[config.mk]
export PLATFORM = sky130hd
export DESIGN_NAME = longest_prefix_route_lookup_flat
export DESIGN_NICKNAME = d
export VERILOG_FILES = /design/src/sv/lpr_pkg.sv /design/src/sv/lpr_ifs.sv /design/src/sv/lpr_cell.sv /design/src/sv/longest_prefix_route_lookup.sv /design/src/flat_wrapper.sv
export SDC_FILE = /design/constraint.sdc
export NUM_CORES = 2
export LEC_CHECK = 0
export ABC_AREA = 0
export BUFFER_PORTS_ARGS = -buffer_cell sky130_fd_sc_hd__buf_2
export CORE_ASPECT_RATIO = 1.5
export CORE_MARGIN = 8
export CORE_UTILIZATION = 50
export CTS_CLUSTER_DIAMETER = 200
export CTS_CLUSTER_SIZE = 14
export DETAILED_ROUTE_END_ITERATION = 7
export PLACE_DENSITY = 0.76
export SLEW_MARGIN = 10
export SYNTH_ARGS = -nofsm -noshare
export SYNTH_HDL_FRONTEND = slang
export SYNTH_SLANG_ARGS = --single-unit
[constraint.sdc]
create_clock -name clk -period 116.2 [get_ports clk]
set_clock_uncertainty 0.05 [all_clocks]
set_input_delay 23.24 -clock clk [delete_from_list [all_inputs] [get_ports clk]]
set_output_delay 23.24 -clock clk [all_outputs]
set_load 0.05 [all_outputs]
[src/sv/lpr_pkg.sv]
// Shared types and constants for the longest prefix route lookup.
// Holds the action codes, field widths and the item record that walks the cell chain.
// No dependencies.
`timescale 1ns / 1ps

package lpr_pkg;

    localparam int ADDR_W  = 32;
    localparam int SLOT_W  = 4;
    localparam int IFACE_W = 6;
    localparam int DEV_W   = 4;
    localparam int PLEN_W  = 6;
    localparam int ACT_W   = 2;

    typedef enum logic [ACT_W-1:0] {
        ACT_WRITE  = 2'd0,
        ACT_INVAL  = 2'd1,
        ACT_LOOKUP = 2'd2
    } lpr_action_t;

    typedef struct packed {
        lpr_action_t          action;
        logic [SLOT_W-1:0]    slot;
        logic [ADDR_W-1:0]    network;
        logic [ADDR_W-1:0]    mask;
        logic [PLEN_W-1:0]    mask_ones;
        logic                 gw_flag;
        logic [IFACE_W-1:0]   iface;
        logic [DEV_W-1:0]     device;
        logic [ADDR_W-1:0]    addr;
        logic                 filter;
        logic [DEV_W-1:0]     target;
        logic                 found;
        logic [IFACE_W-1:0]   best_iface;
        logic                 best_gw;
        logic [PLEN_W-1:0]    best_plen;
    } lpr_token_t;

    function automatic logic [PLEN_W-1:0] lpr_ones(input logic [ADDR_W-1:0] v);
        return PLEN_W'($countones(v));
    endfunction

endpackage

[src/sv/lpr_ifs.sv]
// Request and response channel interfaces for the route lookup.
// Each carries valid, ready and the item fields; depends on lpr_pkg.
`timescale 1ns / 1ps

interface lpr_req_if
    import lpr_pkg::*;
();
    logic                 valid;
    logic                 ready;
    logic [ACT_W-1:0]     action;
    logic [SLOT_W-1:0]    slot;
    logic [ADDR_W-1:0]    route_network;
    logic [ADDR_W-1:0]    route_mask;
    logic                 route_is_default;
    logic [IFACE_W-1:0]   route_iface;
    logic [DEV_W-1:0]     route_device;
    logic [ADDR_W-1:0]    lookup_address;
    logic                 filter_by_device;
    logic [DEV_W-1:0]     target_device;

    modport source (
        output valid, action, slot, route_network, route_mask, route_is_default,
               route_iface, route_device, lookup_address, filter_by_device,
               target_device,
        input  ready
    );
    modport sink (
        input  valid, action, slot, route_network, route_mask, route_is_default,
               route_iface, route_device, lookup_address, filter_by_device,
               target_device,
        output ready
    );
endinterface

interface lpr_rsp_if
    import lpr_pkg::*;
();
    logic                 valid;
    logic                 ready;
    logic                 found;
    logic [IFACE_W-1:0]   match_iface;
    logic                 match_is_default;
    logic [PLEN_W-1:0]    prefix_length;

    modport source (
        output valid, found, match_iface, match_is_default, prefix_length,
        input  ready
    );
    modport sink (
        input  valid, found, match_iface, match_is_default, prefix_length,
        output ready
    );
endinterface

[src/sv/lpr_cell.sv]
// One route slot of the lookup chain: holds the slot entry and one item stage.
// Applies writes and invalidates to its slot, updates the best match of lookups.
// Depends on lpr_pkg.
`timescale 1ns / 1ps

module lpr_cell
    import lpr_pkg::*;
#(
    parameter int IDX = 0
) (
    input  logic       clk,
    input  logic       rst_n,
    input  logic       advance,
    input  logic       tok_valid_in,
    input  lpr_token_t tok_in,
    output logic       tok_valid_out,
    output lpr_token_t tok_out
);

    logic                 entry_valid_reg;
    logic                 entry_valid_next;
    logic [ADDR_W-1:0]    entry_net_reg;
    logic [ADDR_W-1:0]    entry_mask_reg;
    logic [PLEN_W-1:0]    entry_ones_reg;
    logic                 entry_def_reg;
    logic [IFACE_W-1:0]   entry_iface_reg;
    logic [DEV_W-1:0]     entry_dev_reg;

    logic                 tok_valid_reg;
    lpr_token_t           tok_reg;
    lpr_token_t           tok_next;

    logic                 slot_sel;
    logic                 write_sel;
    logic                 inval_sel;
    logic                 is_lookup;
    logic                 hit;

    always_comb
    begin
        slot_sel  = tok_valid_in && (int'(tok_in.slot) == IDX);
        write_sel = 1'b0;
        inval_sel = 1'b0;
        is_lookup = 1'b0;
        case (tok_in.action)
            ACT_WRITE:  write_sel = slot_sel;
            ACT_INVAL:  inval_sel = slot_sel;
            ACT_LOOKUP: is_lookup = 1'b1;
            default:    ;
        endcase

        hit = is_lookup && entry_valid_reg
            && ((tok_in.addr & entry_mask_reg) == entry_net_reg)
            && (!tok_in.filter || (entry_dev_reg == tok_in.target))
            && (entry_ones_reg >= tok_in.best_plen);

        tok_next = tok_in;
        if (hit)
        begin
            tok_next.found      = 1'b1;
            tok_next.best_iface = entry_iface_reg;
            tok_next.best_gw    = entry_def_reg;
            tok_next.best_plen  = entry_ones_reg;
        end

        entry_valid_next = entry_valid_reg;
        if (write_sel)
        begin
            entry_valid_next = 1'b1;
        end
        else if (inval_sel)
        begin
            entry_valid_next = 1'b0;
        end
    end

    always_ff @(posedge clk or negedge rst_n)
    begin
        if (!rst_n)
        begin
            entry_valid_reg <= 1'b0;
            tok_valid_reg   <= 1'b0;
        end
        else if (advance)
        begin
            entry_valid_reg <= entry_valid_next;
            tok_valid_reg   <= tok_valid_in;
        end
    end

    always_ff @(posedge clk)
    begin
        if (advance)
        begin
            tok_reg <= tok_next;
        end
        if (advance && write_sel)
        begin
            entry_net_reg   <= tok_in.network;
            entry_mask_reg  <= tok_in.mask;
            entry_ones_reg  <= tok_in.mask_ones;
            entry_def_reg   <= tok_in.gw_flag;
            entry_iface_reg <= tok_in.iface;
            entry_dev_reg   <= tok_in.device;
        end
    end

    assign tok_valid_out = tok_valid_reg;
    assign tok_out       = tok_reg;

    a_write_sets_valid: assert property (@(posedge clk) disable iff (!rst_n)
        (advance && write_sel) |=> entry_valid_reg)
        else $error("slot write did not mark the entry valid");

    a_inval_clears_valid: assert property (@(posedge clk) disable iff (!rst_n)
        (advance && inval_sel) |=> !entry_valid_reg)
        else $error("slot invalidate left the entry valid");

    a_ones_consistent: assert property (@(posedge clk) disable iff (!rst_n)
        entry_valid_reg |-> (entry_ones_reg == PLEN_W'($countones(entry_mask_reg))))
        else $error("stored prefix length disagrees with stored mask");

endmodule

[src/sv/longest_prefix_route_lookup.sv]
// Each item walks one registered cell per slot, in slot order, from req to rsp.
// Throughput: one item per cycle while no result waits untaken on rsp.
// The whole chain holds while a result waits on rsp and is not taken.
// Reset clears all slot valid bits and chain stage flags at once; no clearing pass.
// Depends on lpr_pkg, lpr_req_if, lpr_rsp_if and lpr_cell.
`timescale 1ns / 1ps

module longest_prefix_route_lookup
    import lpr_pkg::*;
#(
    parameter int ROUTE_SLOTS = 16
) (
    input  logic          clk,
    input  logic          rst_n,
    lpr_req_if.sink       req,
    lpr_rsp_if.source     rsp
);

    logic       advance;
    logic       stage_valid [ROUTE_SLOTS+1];
    lpr_token_t stage_tok   [ROUTE_SLOTS+1];

    assign advance   = !stage_valid[ROUTE_SLOTS] || rsp.ready;
    assign req.ready = advance;

    always_comb
    begin
        stage_valid[0]            = req.valid;
        stage_tok[0].action       = lpr_action_t'(req.action);
        stage_tok[0].slot         = req.slot;
        stage_tok[0].network      = req.route_network;
        stage_tok[0].mask         = req.route_mask;
        stage_tok[0].mask_ones    = lpr_ones(req.route_mask);
        stage_tok[0].gw_flag      = req.route_is_default;
        stage_tok[0].iface        = req.route_iface;
        stage_tok[0].device       = req.route_device;
        stage_tok[0].addr         = req.lookup_address;
        stage_tok[0].filter       = req.filter_by_device;
        stage_tok[0].target       = req.target_device;
        stage_tok[0].found        = 1'b0;
        stage_tok[0].best_iface   = '0;
        stage_tok[0].best_gw      = 1'b0;
        stage_tok[0].best_plen    = '0;
    end

    for (genvar g = 0; g < ROUTE_SLOTS; g++)
    begin : g_cell
        lpr_cell #(
            .IDX (g)
        ) u_cell (
            .clk           (clk),
            .rst_n         (rst_n),
            .advance       (advance),
            .tok_valid_in  (stage_valid[g]),
            .tok_in        (stage_tok[g]),
            .tok_valid_out (stage_valid[g+1]),
            .tok_out       (stage_tok[g+1])
        );
    end

    assign rsp.valid            = stage_valid[ROUTE_SLOTS];
    assign rsp.found            = stage_tok[ROUTE_SLOTS].found;
    assign rsp.match_iface      = stage_tok[ROUTE_SLOTS].best_iface;
    assign rsp.match_is_default = stage_tok[ROUTE_SLOTS].best_gw;
    assign rsp.prefix_length    = stage_tok[ROUTE_SLOTS].best_plen;

    a_miss_is_zero: assert property (@(posedge clk) disable iff (!rst_n)
        (rsp.valid && !rsp.found) |->
            (rsp.match_iface == '0 && !rsp.match_is_default && rsp.prefix_length == '0))
        else $error("miss result carries non-zero fields");

    a_only_lookup_finds: assert property (@(posedge clk) disable iff (!rst_n)
        (rsp.valid && stage_tok[ROUTE_SLOTS].action != ACT_LOOKUP) |-> !rsp.found)
        else $error("non-lookup item reported a match");

    a_plen_range: assert property (@(posedge clk) disable iff (!rst_n)
        rsp.valid |-> (rsp.prefix_length <= PLEN_W'(ADDR_W)))
        else $error("prefix length beyond address width");

endmodule

[src/flat_wrapper.sv]
// flat-port wrapper written by rule: the top's interface ports become plain ports
module longest_prefix_route_lookup_flat import lpr_pkg::*;
#(
    parameter int ROUTE_SLOTS = 16
)
  (clk, rst_n, req_valid, req_action, req_slot, req_route_network, req_route_mask, req_route_is_default, req_route_iface, req_route_device, req_lookup_address, req_filter_by_device, req_target_device, req_ready, rsp_valid, rsp_found, rsp_match_iface, rsp_match_is_default, rsp_prefix_length, rsp_ready);
  lpr_req_if req_i ();
  lpr_rsp_if rsp_i ();
  input  logic clk;
  input  logic rst_n;
  input wire logic [$bits(req_i.valid)-1:0] req_valid;
  input wire logic [$bits(req_i.action)-1:0] req_action;
  input wire logic [$bits(req_i.slot)-1:0] req_slot;
  input wire logic [$bits(req_i.route_network)-1:0] req_route_network;
  input wire logic [$bits(req_i.route_mask)-1:0] req_route_mask;
  input wire logic [$bits(req_i.route_is_default)-1:0] req_route_is_default;
  input wire logic [$bits(req_i.route_iface)-1:0] req_route_iface;
  input wire logic [$bits(req_i.route_device)-1:0] req_route_device;
  input wire logic [$bits(req_i.lookup_address)-1:0] req_lookup_address;
  input wire logic [$bits(req_i.filter_by_device)-1:0] req_filter_by_device;
  input wire logic [$bits(req_i.target_device)-1:0] req_target_device;
  output wire logic [$bits(req_i.ready)-1:0] req_ready;
  output wire logic [$bits(rsp_i.valid)-1:0] rsp_valid;
  output wire logic [$bits(rsp_i.found)-1:0] rsp_found;
  output wire logic [$bits(rsp_i.match_iface)-1:0] rsp_match_iface;
  output wire logic [$bits(rsp_i.match_is_default)-1:0] rsp_match_is_default;
  output wire logic [$bits(rsp_i.prefix_length)-1:0] rsp_prefix_length;
  input wire logic [$bits(rsp_i.ready)-1:0] rsp_ready;
  assign req_i.valid = req_valid;
  assign req_i.action = req_action;
  assign req_i.slot = req_slot;
  assign req_i.route_network = req_route_network;
  assign req_i.route_mask = req_route_mask;
  assign req_i.route_is_default = req_route_is_default;
  assign req_i.route_iface = req_route_iface;
  assign req_i.route_device = req_route_device;
  assign req_i.lookup_address = req_lookup_address;
  assign req_i.filter_by_device = req_filter_by_device;
  assign req_i.target_device = req_target_device;
  assign req_ready = req_i.ready;
  assign rsp_valid = rsp_i.valid;
  assign rsp_found = rsp_i.found;
  assign rsp_match_iface = rsp_i.match_iface;
  assign rsp_match_is_default = rsp_i.match_is_default;
  assign rsp_prefix_length = rsp_i.prefix_length;
  assign rsp_i.ready = rsp_ready;
  longest_prefix_route_lookup #(.ROUTE_SLOTS(ROUTE_SLOTS)) u_core (.clk(clk), .rst_n(rst_n), .req(req_i), .rsp(rsp_i));
endmodule
Word level (Yosys, flattened, before mapping)
Cells that the tools add are included.
W data, S select, Z words.
{"block": "word_totals", "regBits": 3412, "in_bits": 122, "out_inout_bits": 16, "word_cells": 774}
{"block": "classes", "add_sub_neg": 31, "magnitude_cmp": 16, "n_eq_ne": 79, "n_mux": 96, "bitwise": 16, "reduce_logical": 179}
{"cell": "$and A32 B32 Y32", "count": 16}
{"cell": "$eq A32 B32 Y1", "count": 16}
{"cell": "$mux W13", "count": 15}
{"cell": "$logic_and A1 B1 Y1", "count": 96}
{"cell": "$add A6 B6 Y6", "count": 15}
{"cell": "$ge A6 B6 Y1", "count": 15}
{"cell": "$mux W1", "count": 80}
{"cell": "$eq A4 B4 Y1", "count": 16}
{"cell": "$add A1 B1 Y2", "count": 16}
{"cell": "$eq A2 B1 Y1 const B", "count": 16}
{"cell": "$eq A2 B2 Y1 const B", "count": 16}
{"cell": "$eq A4 B4 Y1 const B", "count": 8}
{"cell": "$logic_not A2 Y1", "count": 16}
{"cell": "$reduce_and A2 Y1", "count": 16}
{"cell": "$reduce_bool A2 Y1", "count": 16}
{"cell": "$logic_not A1 Y1", "count": 17}
{"cell": "$logic_or A1 B1 Y1", "count": 17}
{"cell": "$eq A4 B3 Y1 const B", "count": 4}
{"cell": "$mux W14", "count": 1}
{"cell": "$eq A4 B2 Y1 const B", "count": 2}
{"cell": "$ge A6 B1 Y1 const B", "count": 1}
{"cell": "$eq A4 B1 Y1 const B", "count": 1}
{"cell": "$logic_not A4 Y1", "count": 1}

Depth between registers and ports, before layout
{"block": "logic_depth", "depth_word": 7, "ltp_mapped": 16, "mapped_depth_nobuf": 16}

Modules after synthesis
Synthesis repeated with hierarchy kept, for this count alone.
{"block": "hier_totals", "cells_unflattened": 5578, "area_unflattened_um2": 121173.7}
{"module": "lpr_cell at u_core.g_cell[10].u_cell ...", "n_inst": 4, "cells_each": 343, "area_each_um2": 7524.7, "seq_area_each_um2": 6626.4}
{"module": "lpr_cell at u_core.g_cell[11].u_cell ...", "n_inst": 4, "cells_each": 345, "area_each_um2": 7524.7, "seq_area_each_um2": 6626.4}
{"module": "lpr_cell at u_core.g_cell[13].u_cell ...", "n_inst": 2, "cells_each": 344, "area_each_um2": 7531.0, "seq_area_each_um2": 6626.4}
{"module": "lpr_cell at u_core.g_cell[4].u_cell ...", "n_inst": 2, "cells_each": 343, "area_each_um2": 7522.2, "seq_area_each_um2": 6626.4}
{"module": "lpr_cell at u_core.g_cell[15].u_cell", "n_inst": 1, "cells_each": 344, "area_each_um2": 7528.5, "seq_area_each_um2": 6626.4}
{"module": "lpr_cell at u_core.g_cell[0].u_cell", "n_inst": 1, "cells_each": 345, "area_each_um2": 7527.2, "seq_area_each_um2": 6626.4}
{"module": "lpr_cell at u_core.g_cell[12].u_cell", "n_inst": 1, "cells_each": 343, "area_each_um2": 7523.5, "seq_area_each_um2": 6626.4}
{"module": "lpr_cell at u_core.g_cell[3].u_cell", "n_inst": 1, "cells_each": 345, "area_each_um2": 7522.2, "seq_area_each_um2": 6626.4}
{"module": "longest_prefix_route_lookup", "n_inst": 1, "cells_each": 75, "area_each_um2": 768.2, "seq_area_each_um2": 0.0}

Least setup slack after synthesis
Ideal clock, no wire load.
{"block": "synth_timing", "path_kind": "input-to-output", "start": "input port rsp_ready", "end": "output port req_ready", "arrival_ps": 80238, "t_required_ps": 92910, "slack_ps": 12672, "path_stages": 5, "path_buffers": 3, "cell_sequence": "nor2b_1 -> clkbuf_1 -> inv_1 -> clkbuf_1 -> clkbuf_1"}
{"block": "synth_between", "elab_chain_cells": 1}
{"element": "from (decl)", "line_no": "flat_wrapper.sv:28", "source": "input wire logic [$bits(rsp_i.ready)-1:0] rsp_ready;"}
{"element": "$logic_or A1 B1 Y1", "line_no": "longest_prefix_route_lookup.sv:23", "source": "assign advance = !stage_valid[ROUTE_SLOTS] || rsp.ready;"}
{"element": "to (decl)", "line_no": "flat_wrapper.sv:22", "source": "output wire logic [$bits(req_i.ready)-1:0] req_ready;"}
Every way passes these cells.

Final worst setup path
Ends and elaborated chain as after synthesis.

==> metrics <==
Synth Cell Area about 120000 µm²; Setup Fix Bufs, Post-CTS 0; Clock power frac 0.254; GRT Total Usage 0.1640; ys async rst share 0.009379; fmax 21.09 MHz; GPL Wtd Cong between 0.9 and 1; Synth cell types 48; combinational fraction of design power 0.098; switching share of total power 0.2498; largest net degree at the start of global routing a little over 200; required time worst endpoint 92910 ps; chip height roughly 600 µm; cts repair resizes 0; gr ovfl total 0; Core ar. approximately 230000 µm²; WP data arrival 24120 ps; routed wire length between 200000 and 250000 µm; # setup viols final 0; Die ar. around 250000 µm²; Leak 44.45 nW; cell taking the most area after synthesis edfxtp_1; final core occ 0.5579; IO buf count ~140; worst slew pin tran between 1000 and 1500 ps; Cell Rows approximately 220; Setup TNS Final 0 ps; post-route ant nets 0; worst min path class reg2reg; sequential power share 0.649; I/O Pins 138; pwr dens 25.53 nW/µm²; crit path kind in2out; critical path endpoint category output port; Nets 6218; Initial DRC Count around 3.2k; Tcrit/Tclk final 0.4080; status completed; Ys Warns 0; Mean Syn Cell Area around 21 µm²; clock sink count ~3.4k; Critical Path Source Type input pin; CP Max Fanout 40; TritonRoute pass-1 iters 5; DRC 0; Post-synth top cells edfxtp_1, nand2_1, xnor2_1, xor2_1, mux2_2; RSZ-0062 raised after global routing no; hpwl dp ~150000 µm; min Tclk post-route between 40000 and 50000 ps; clock tree buffer depth 4; Net Count, Synth between 5k and 6k; Initial Util 0.5025; drt wl/cell around 23 µm; H-tree depth 5; first-pass GRT wire length slightly above 300000 µm; antenna violations before repair 16; top cell type's share of synthesized area 0.8671; synth top area cells edfxtp_1, xnor2_1, nand2_1; sequential share of the synthesized area 0.8739; Worst-path clk slew roughly 60 ps; internal power about 0.0025 W; share of layout cells above drive strength 1 0.1191; Post-CTS Hold Fix Bufs 0; Max VDD drop around 0.015 mV; area occupied by multi-input gates around 14000 µm²; Vias/cell 5.088; Max Slew Vio Count 0; die width between 400 and 500 µm; CTS Buf Count between 200 and 300; Storage cell area between 100000 and 150000 µm²; NetSw 0.0008286 W; Post-synth EDFFs 3380; Cells after Synth 5504; flops & latches, synth about 3.4k; routed via count about 47k; root buffer cell clkbuf_16; number of global-route vias before repair ~50k; TritonCTS clock tree built; Hold Violations, Final 0; max reg flops about 2.1k; Rel. slew slack 0.1176; Max Cap Viol 0; Synth Flop Type edfxtp_1; Fin Hold WS a little over 300 ps; cell with the most instances after synthesis edfxtp_1; Area Growth Syn to Fin 11.02%; fill count about 16k; clk_lat worst skew between 800 and 900 ps
## critical path: stages
cell	delay [ps]
buf_2	110
nor2b_4	250
inv_8	170
buf_2	290
## placed cells by master (no fill, tap or decap), types with 10 or more instances in the layout
master	count
nand2_1	595
xnor2_1	336
nand4_1	81
o21ai_0	18
clkbuf_16	293
inv_1	144
nand4b_1	12
a2111o_1	10
diode_2	81
and3_1	13
xor2_1	201
mux2_2	186
a21o_1	16
buf_4	46
clkbuf_1	43
dfrtp_1	32
nor4_1	72
nand3_1	24
nor2_4	11
edfxtp_1	3380
fa_1	26
ha_1	114
nand2b_1	40
nor2_1	13
buf_2	137
a21oi_1	50
## power groups by stage
stage          clock, W  combinational (W)  sequential, W
6_report       0.000842           0.000324        0.00215
2_1_floorplan         0           0.000206        0.00249
5_1_grt        0.000900           0.000353        0.00219
4_1_cts        0.000860           0.000334        0.00215
3_3_place_gp          0           0.000319        0.00214
3_5_place_dp          0           0.000329        0.00217
## per-layer routing
| metal | track usage | up-vias | part of all wire |
|---|---|---|---|
| li1 | - | 21910 | - |
| met1 | 0.1531 | 23240 | 0.32 |
| met2 | 0.3146 | 1022 | 0.55 |
| met3 | 0.02379 | 467 | 0.033 |
| met4 | 0.1271 | 0 | 0.091 |
| met5 | 0 | - | 0 |
## logic make-up after synthesis
kind of cell               synth area share
AOI/OAI and AO/OA                  0.009471
xor gates and xnor gates            0.04018
adders and majority gates           0.01663
buffers and inverters              0.006028
DFF                                  0.8739
muxes                               0.01905
and+or+nand+nor                     0.03472
## final timing paths
kind                                                         from                                        end  slack [ps]  cells after the start
hold reg to reg              u_core.g_cell[14].u_cell.tok_out[52]  u_core.g_cell[15].u_cell.entry_dev_reg[1]         310                      0
setup / recovery                                        rsp_ready                                  req_ready       68790                      4
setup reg to reg           u_core.g_cell[15].u_cell.tok_valid_out       u_core.g_cell[12].u_cell.tok_out[54]      109880                      8
max in group asynchronous                                   rst_n    u_core.g_cell[5].u_cell.entry_valid_reg       92990                      1
min in group asynchronous                                   rst_n     u_core.g_cell[15].u_cell.tok_valid_out       22480                      1
hold / removal               u_core.g_cell[14].u_cell.tok_out[52]  u_core.g_cell[15].u_cell.entry_dev_reg[1]         310                      0
## layout make-up
type                    instances  area share
multi-input cells            1924      0.1095
inverters                     145    0.004246
well taps                    3066     0.02952
clock buffers                 336     0.05766
clock inverters                13    0.001646
repair buffers                188    0.008704
diodes                         81    0.001560
flip-flops and latches       3412      0.7872
## stage by stage
| stage | total power (W) | setup slack, ps | cell area (µm²) | instances |
|---|---|---|---|---|
| after floorplan | 0.002699 | 12670 | 117100 | 5504 |
| after global placement | 0.002461 | 68790 | 122000 | 8735 |
| after detailed placement | 0.002504 | 68760 | 122000 | 8735 |
| after CTS | 0.003348 | 68760 | 129800 | 9084 |
| after global routing | 0.003442 | 68760 | 129900 | 9162 |
| final | 0.003318 | 68790 | 130000 | 9165 |
No activity file was read; power rests on OpenSTA's default activity.
